`config.mk`:
```
export PLATFORM = sky130hd
export DESIGN_NAME = utf16_to_utf8_escaper_top
export DESIGN_NICKNAME = d
export VERILOG_FILES = /design/src/rtl/u2u8e_pkg.sv /design/src/rtl/u2u8e_front.sv /design/src/rtl/u2u8e_queue.sv /design/src/rtl/u2u8e_back.sv /design/src/rtl/utf16_to_utf8_escaper_top.sv
export SDC_FILE = /design/constraint.sdc
export NUM_CORES = 1
export LEC_CHECK = 0
export BUFFER_PORTS_ARGS = -buffer_cell sky130_fd_sc_hd__buf_2
export CAP_MARGIN = 30
export CORE_MARGIN = 8
export CORE_UTILIZATION = 35
export CTS_CLUSTER_DIAMETER = 150
export CTS_CLUSTER_SIZE = 25
export DETAILED_ROUTE_END_ITERATION = 7
export PLACE_DENSITY = 0.49
export SYNTH_ARGS = -nofsm -noshare
export SYNTH_HDL_FRONTEND = slang
export SYNTH_SLANG_ARGS = --single-unit
```
`constraint.sdc`:
```
create_clock -name clk -period 4.1 [get_ports clk]
set_input_delay 1.025 -clock clk [delete_from_list [all_inputs] [get_ports clk]]
set_output_delay 1.025 -clock clk [all_outputs]
set_load 0.005 [all_outputs]
```
`src/rtl/u2u8e_pkg.sv`:
```
// ----------------------------------------------------------------------------
// u2u8e_pkg
// shared types, constants and byte encoding functions for the utf-16 to
// utf-8 escaper
// ----------------------------------------------------------------------------
package u2u8e_pkg;

  localparam int unsigned UNIT_W = 16;
  localparam int unsigned CP_W   = 21;
  localparam int unsigned BYTE_W = 8;

  // surrogate prefixes in the top six bits of a code unit
  localparam logic [5:0] HIGH_SUR_TAG = 6'b110110;
  localparam logic [5:0] LOW_SUR_TAG  = 6'b110111;

  localparam logic [CP_W-1:0] SUPP_BASE = 21'h10000;

  localparam logic [CP_W-1:0] CP_CTRL_END = 21'h20;
  localparam logic [CP_W-1:0] CP_BSLASH   = 21'h5C;
  localparam logic [CP_W-1:0] CP_DQUOTE   = 21'h22;
  localparam logic [CP_W-1:0] CP_DEL      = 21'h7F;
  localparam logic [CP_W-1:0] CP_TWO_BYTE = 21'h80;
  localparam logic [CP_W-1:0] CP_THREE_BYTE = 21'h800;
  localparam logic [CP_W-1:0] CP_FOUR_BYTE  = 21'h10000;

  localparam logic [BYTE_W-1:0] CHAR_BSLASH = 8'h5C;
  localparam logic [BYTE_W-1:0] CHAR_X      = 8'h78;
  localparam logic [BYTE_W-1:0] CHAR_ZERO   = 8'h30;
  localparam logic [BYTE_W-1:0] CHAR_A_OFS  = 8'h57;  // 'a' minus ten

  // sequence index of the last byte of a three byte sequence
  localparam logic [1:0] PRE_LAST_IDX = 2'd2;

  // one queue entry: an optional released high surrogate, then an optional
  // code point, each expanded to bytes by the back end
  typedef struct packed {
    logic              has_pre;
    logic [UNIT_W-1:0] pre_unit;
    logic              has_main;
    logic [CP_W-1:0]   main_cp;
    logic [1:0]        main_len_m1;
  } job_t;

  function automatic logic is_escape(input logic [CP_W-1:0] cp);
    return (cp < CP_CTRL_END) || (cp == CP_BSLASH) || (cp == CP_DQUOTE) ||
           (cp == CP_DEL);
  endfunction

  function automatic logic [1:0] enc_len_m1(input logic [CP_W-1:0] cp);
    logic [1:0] len;
    if (is_escape(cp)) begin
      len = 2'd3;
    end else if (cp < CP_TWO_BYTE) begin
      len = 2'd0;
    end else if (cp < CP_THREE_BYTE) begin
      len = 2'd1;
    end else if (cp < CP_FOUR_BYTE) begin
      len = 2'd2;
    end else begin
      len = 2'd3;
    end
    return len;
  endfunction

  function automatic logic [BYTE_W-1:0] hex_digit(input logic [3:0] v);
    logic [BYTE_W-1:0] d;
    if (v < 4'd10) begin
      d = CHAR_ZERO + {4'h0, v};
    end else begin
      d = CHAR_A_OFS + {4'h0, v};
    end
    return d;
  endfunction

  function automatic logic [BYTE_W-1:0] enc_byte(input logic [CP_W-1:0] cp,
                                                 input logic [1:0] idx);
    logic [BYTE_W-1:0] b;
    b = '0;
    if (is_escape(cp)) begin
      case (idx)
        2'd0:    b = CHAR_BSLASH;
        2'd1:    b = CHAR_X;
        2'd2:    b = hex_digit(cp[7:4]);
        default: b = hex_digit(cp[3:0]);
      endcase
    end else if (cp < CP_TWO_BYTE) begin
      b = cp[7:0];
    end else if (cp < CP_THREE_BYTE) begin
      case (idx)
        2'd0:    b = {3'b110, cp[10:6]};
        default: b = {2'b10, cp[5:0]};
      endcase
    end else if (cp < CP_FOUR_BYTE) begin
      case (idx)
        2'd0:    b = {4'b1110, cp[15:12]};
        2'd1:    b = {2'b10, cp[11:6]};
        default: b = {2'b10, cp[5:0]};
      endcase
    end else begin
      case (idx)
        2'd0:    b = {5'b11110, cp[20:18]};
        2'd1:    b = {2'b10, cp[17:12]};
        2'd2:    b = {2'b10, cp[11:6]};
        default: b = {2'b10, cp[5:0]};
      endcase
    end
    return b;
  endfunction

endpackage

```
`src/rtl/u2u8e_front.sv`:
```
// ----------------------------------------------------------------------------
// u2u8e_front
// accepts code units, pairs surrogates and queues encode jobs
// ----------------------------------------------------------------------------
module u2u8e_front (
  input  logic                                clk,
  input  logic                                rst,
  input  logic                                in_valid,
  output logic                                in_ready,
  input  logic [u2u8e_pkg::UNIT_W-1:0]        code_unit,
  input  logic                                last_unit,
  input  logic                                q_ready,
  output logic                                push,
  output u2u8e_pkg::job_t                     job
);

  logic                         held_valid;
  logic [u2u8e_pkg::UNIT_W-1:0] held_high;
  logic                         is_high;
  logic                         is_low;
  logic                         accept;
  logic                         pair;
  logic                         hold_now;

  assign is_high  = code_unit[15:10] == u2u8e_pkg::HIGH_SUR_TAG;
  assign is_low   = code_unit[15:10] == u2u8e_pkg::LOW_SUR_TAG;
  assign in_ready = q_ready;
  assign accept   = in_valid && in_ready;
  assign pair     = held_valid && is_low;
  assign hold_now = !pair && is_high && !last_unit;

  always_comb begin
    job.has_pre  = held_valid && !is_low;
    job.pre_unit = held_high;
    job.has_main = !hold_now;
    if (pair) begin
      job.main_cp = u2u8e_pkg::SUPP_BASE + {1'b0, held_high[9:0], code_unit[9:0]};
    end else begin
      job.main_cp = {5'b0, code_unit};
    end
    job.main_len_m1 = u2u8e_pkg::enc_len_m1(job.main_cp);
  end

  // nothing is queued when a high surrogate is only being held
  assign push = accept && (job.has_pre || job.has_main);

  always_ff @(posedge clk) begin
    if (rst) begin
      held_valid <= 1'b0;
      held_high  <= '0;
    end else if (accept) begin
      held_valid <= hold_now;
      held_high  <= hold_now ? code_unit : '0;
    end
  end

endmodule

```
`src/rtl/u2u8e_queue.sv`:
```
// ----------------------------------------------------------------------------
// u2u8e_queue
// small first-in first-out queue of encode jobs
// ----------------------------------------------------------------------------
module u2u8e_queue #(
  parameter int unsigned DEPTH = 4
) (
  input  logic            clk,
  input  logic            rst,
  input  logic            push,
  input  u2u8e_pkg::job_t push_data,
  output logic            not_full,
  input  logic            pop,
  output logic            not_empty,
  output u2u8e_pkg::job_t head
);

  localparam int unsigned AW = $clog2(DEPTH);
  localparam int unsigned CW = $clog2(DEPTH + 1);

  u2u8e_pkg::job_t entries [DEPTH];
  logic [AW-1:0]   wr_ptr;
  logic [AW-1:0]   rd_ptr;
  logic [CW-1:0]   count;

  assign not_full  = count != CW'(DEPTH);
  assign not_empty = count != '0;
  assign head      = entries[rd_ptr];

  always_ff @(posedge clk) begin
    if (push) begin
      entries[wr_ptr] <= push_data;
    end
  end

  always_ff @(posedge clk) begin
    if (rst) begin
      wr_ptr <= '0;
      rd_ptr <= '0;
      count  <= '0;
    end else begin
      if (push) begin
        wr_ptr <= (wr_ptr == AW'(DEPTH - 1)) ? '0 : wr_ptr + 1'b1;
      end
      if (pop) begin
        rd_ptr <= (rd_ptr == AW'(DEPTH - 1)) ? '0 : rd_ptr + 1'b1;
      end
      if (push && !pop) begin
        count <= count + 1'b1;
      end else if (pop && !push) begin
        count <= count - 1'b1;
      end
    end
  end

endmodule

```
`src/rtl/u2u8e_back.sv`:
```
// ----------------------------------------------------------------------------
// u2u8e_back
// expands queued jobs into registered bytes, one per cycle unless stalled
// ----------------------------------------------------------------------------
module u2u8e_back (
  input  logic                          clk,
  input  logic                          rst,
  input  logic                          q_not_empty,
  input  u2u8e_pkg::job_t               head,
  output logic                          pop,
  output logic                          out_valid,
  input  logic                          out_ready,
  output logic [u2u8e_pkg::BYTE_W-1:0]  out_byte,
  output logic                          run_last
);

  logic [1:0]                   idx;
  logic                         pre_done;
  logic                         in_pre;
  logic                         part_end;
  logic                         job_end;
  logic                         advance;
  logic [u2u8e_pkg::CP_W-1:0]   cur_cp;
  logic [1:0]                   cur_last_idx;

  assign in_pre       = head.has_pre && !pre_done;
  assign cur_cp       = in_pre ? {5'b0, head.pre_unit} : head.main_cp;
  assign cur_last_idx = in_pre ? u2u8e_pkg::PRE_LAST_IDX : head.main_len_m1;
  assign part_end     = idx == cur_last_idx;
  assign job_end      = part_end && (!in_pre || !head.has_main);
  assign advance      = q_not_empty && (!out_valid || out_ready);
  assign pop          = advance && job_end;

  always_ff @(posedge clk) begin
    if (advance) begin
      out_byte <= u2u8e_pkg::enc_byte(cur_cp, idx);
      run_last <= job_end;
    end
  end

  always_ff @(posedge clk) begin
    if (rst) begin
      idx       <= '0;
      pre_done  <= 1'b0;
      out_valid <= 1'b0;
    end else begin
      if (advance) begin
        out_valid <= 1'b1;
        if (part_end) begin
          idx      <= '0;
          pre_done <= !job_end;
        end else begin
          idx <= idx + 1'b1;
        end
      end else if (out_ready) begin
        out_valid <= 1'b0;
      end
    end
  end

endmodule

```
`src/rtl/utf16_to_utf8_escaper_top.sv`:
```
// ----------------------------------------------------------------------------
// utf16_to_utf8_escaper_top
// streaming utf-16 to utf-8 converter with escaping of special characters
// ----------------------------------------------------------------------------
// Each accepted code unit yields zero to seven output bytes; run_last marks
// the final byte caused by a transaction. A code unit is taken in every cycle
// while the job queue (QUEUE_DEPTH entries) has room, and the output side
// moves one byte per cycle while out_ready allows, so the sustained rate is
// set by the byte serializer and by how many bytes each unit produces (one
// for ascii, two or three for the basic plane, four for an escape or a pair,
// none when a high surrogate is held, seven at most). The first byte of a
// unit passes through the job queue and then the registered output.
module utf16_to_utf8_escaper_top #(
  parameter int unsigned QUEUE_DEPTH = 4
) (
  input  logic        clk,
  input  logic        rst,
  // input code units
  input  logic        in_valid,
  output logic        in_ready,
  input  logic [15:0] code_unit,
  input  logic        last_unit,
  // output bytes
  output logic        out_valid,
  input  logic        out_ready,
  output logic [7:0]  out_byte,
  output logic        run_last
);

  // jobs from the classifier to the serializer
  u2u8e_pkg::job_t push_job;
  u2u8e_pkg::job_t head_job;
  logic            push;
  logic            pop;
  logic            q_not_full;
  logic            q_not_empty;

  // front: surrogate pairing and the held high surrogate
  u2u8e_front u_front (
    .clk       (clk),
    .rst       (rst),
    .in_valid  (in_valid),
    .in_ready  (in_ready),
    .code_unit (code_unit),
    .last_unit (last_unit),
    .q_ready   (q_not_full),
    .push      (push),
    .job       (push_job)
  );

  // decouples acceptance of units from the byte rate
  u2u8e_queue #(
    .DEPTH (QUEUE_DEPTH)
  ) u_queue (
    .clk       (clk),
    .rst       (rst),
    .push      (push),
    .push_data (push_job),
    .not_full  (q_not_full),
    .pop       (pop),
    .not_empty (q_not_empty),
    .head      (head_job)
  );

  // back: one byte per cycle into the output register unless it is stalled
  u2u8e_back u_back (
    .clk         (clk),
    .rst         (rst),
    .q_not_empty (q_not_empty),
    .head        (head_job),
    .pop         (pop),
    .out_valid   (out_valid),
    .out_ready   (out_ready),
    .out_byte    (out_byte),
    .run_last    (run_last)
  );

endmodule

```
==> flow_summary.ini <==
[yosys]
synth_cells = 582
ys.flop_type = edfxtp_1
synth_fp_nets = 622
yosysSeqAreaShare = 0.652
ys_types = 63
ys_warn_count = 0
async_flop_share = 0
synth_area_leader_cell = edfxtp_1
synth_area_leaders = edfxtp_1 (58%), mux4_2 (10%), dfxtp_1 (6.8%)
ys_seq_elements = 203
syn_area_mm2 = 0.00889
avgSynthCellArea_um2 = 15.3
synth_top_area_frac = 0.585
synth_edf_count = 173

[floorplanning]
ioPinCount = 32
core_mm2 = 0.0250
fp.dieW_um = 175
rows = 58
start_util = 0.355
die_h_um = 175
dieArea_mm2 = 0.0307

[sta]
fmax_mhz = 288
finalSetupViolations = 0
hold_viol_final = 0
min_period_over_period = 0.846
relSlewSlack = 0.460
setup_slack_ps = 633
finalCriticalPeriod_ps = 3470
final.setup.tns_ps = 0
fin_worst_skew_ps = 23.1
tightest_slew_ps = 807
rsz0062_at_grt = no
slew_viol_final = 0

[detailed_routing]
num_vias = 5043
routed_wirelength_mm = 20.4
viasPerCell = 5.25
drc_errors = 0
firstDrtPassIters = 6
ant_nets = 0
drtIter0Drc = 357
wl_per_cell_um = 21.2

[setup_path]
path_class = flip-flop to flip-flop
start_kind = flip-flop
cp.arrival_ps = 3860
cp-end-kind = flip-flop
crit_fanout = 12
worst_ep_required_time_ps = 4500

[layout]
layout-drive-gt1-share = 0.214
nets = 665
syn_to_final_growth_pct = 11.3
final_common_cell = edfxtp_1
final_cell_mix = edfxtp_1 (173), a21oi_1 (42), mux4_2 (40), nor2_1 (38), nand2_1 (35)
instances_no_fill = 960
diodes = 0

[run]
drv_cap = 0

[clocking]
cts_resized = 0
htreeDepth = 1
clk_latency_ps = 470
cts.clk_slew.worst_paths_ps = 100
cts-buffers-inserted = 12
clk_path_buf_depth = 3
cts-hold-fix-buffers = 0
cts.sinks = 203
cts_root_buf = clkbuf_16
cts_tree = built
postCtsSetupBuffers = 0

[global_route]
grt_pass1_wl_mm = 31.8
grt_antenna_before_repair = 0
grt_pass1_vias = 5307
grt_start_max_net_pins = 42
overflow = 0
grt_usage = 0.133

[pwr]
cellPowerDensity_mw_per_mm2 = 550
peakVddDrop_mv = 0.289
p_leak_nw = 3.20
fin_total_pwr_w = 0.00544

[placement]
gp_routability_congestion = 0.850
hpwl_mm = 13.9
place_inst = 941
post-place-ws_ps = 457
port_buffers = 31

[status]
outcome = complete, no violations

[worst_hold_path]
hold_class = flip-flop to flip-flop
logic make-up (layout without fill, tap and decap cells):
kind of cell,after synthesis,in the layout,synth area share
multiplexers,70,70,0.139
adder cells (fa/ha/maj),19,19,0.0276
flip-flops,203,203,0.652
AO/OA/AOI/OAI,104,104,0.0779
buffers and inverters,48,96,0.0248
XOR/XNOR,7,7,0.00690
AND/OR/NAND/NOR,131,131,0.0714
final cells by class:
class	instances	area, um2
clock inverter	1	30.0
sequential	203	5800
inverter	22	82.6
tap	330	413
multi-input combinational	331	2880
timing repair buffer	55	348
clock buffer	18	344
fill	2333	15100
state kept, by name, indices dropped and copies added (netlist names), named ones only:
register and count:
u_front.held_valid 1, u_queue.rd_ptr 2, u_front.held_high 16, u_back.pre_done 1, u_queue.entries 164, u_back.idx 2
u_back.out_byte 8, u_back.run_last 1, u_queue.count 3, u_back.out_valid 1, u_queue.wr_ptr 2
metrics by stage:
| step | util | cell area (um2) | hold slack (ps) |
|---|---|---|---|
| floorplan | - | 8890 | 445 |
| finish | 0.395 | 9890 | 477 |
| CTS | 0.395 | 9890 | 479 |
| detailed placement | 0.380 | 9520 | 462 |
| global route | 0.395 | 9890 | 506 |
| global placement | 0.380 | 9520 | 451 |
cells in the mapped netlist (5+ instances only):
cell type	n
edfxtp_1	173
a21oi_1	42
mux4_2	40
nor2_1	38
nand2_1	35
dfxtp_1	30
inv_1	20
mux2i_1	20
ha_1	18
nand3_1	18
clkbuf_1	13
o21ai_0	13
and2_1	8
buf_2	8
mux2_2	7
nor3_1	6
o211ai_1	6
a211oi_1	5
a31oi_1	5
layer usage:
layer	GRT usage	wire length (um)	vias up
met5	0	0	-
met1	0.175	9290	2581
met2	0.228	10100	89
li1	-	-	2351
met4	0.0374	353	0
met3	0.0165	641	22
worst max-delay path, cell delays in order, from the launching register on:
cell     delay [ps]
dfxtp_2         560
buf_12          220
mux4_2          550
xnor2_1         150
o31a_1          260
o32ai_2         220
nor2b_1         230
nand2_1         160
ha_1            270
inv_1            70
fa_1            180
xor2_1           70
or3_1           310
a21oi_1         160
report_power, final:
part           leakage [nW]  total [W]  switching, W  internal, W
Clock                 0.178    0.00125      0.000648     0.000601
Combinational          1.23    0.00159      0.000977     0.000614
Sequential             1.79    0.00260     0.0000845      0.00252
final timing paths:
check                                startpoint                            end  slack (ps)  cells after the start
hold reg to reg   u_back.out_valid$_SDFFE_PP0P_  u_back.out_valid$_SDFFE_PP0P_         480                      2
hold / removal    u_back.out_valid$_SDFFE_PP0P_  u_back.out_valid$_SDFFE_PP0P_         480                      2
setup reg to reg                      flip-flop  u_queue.count[2]$_SDFFE_PP0P_         630                     13
setup / recovery                      flip-flop  u_queue.count[2]$_SDFFE_PP0P_         630                     13
Note: power is estimated with default switching activity, not from simulation.
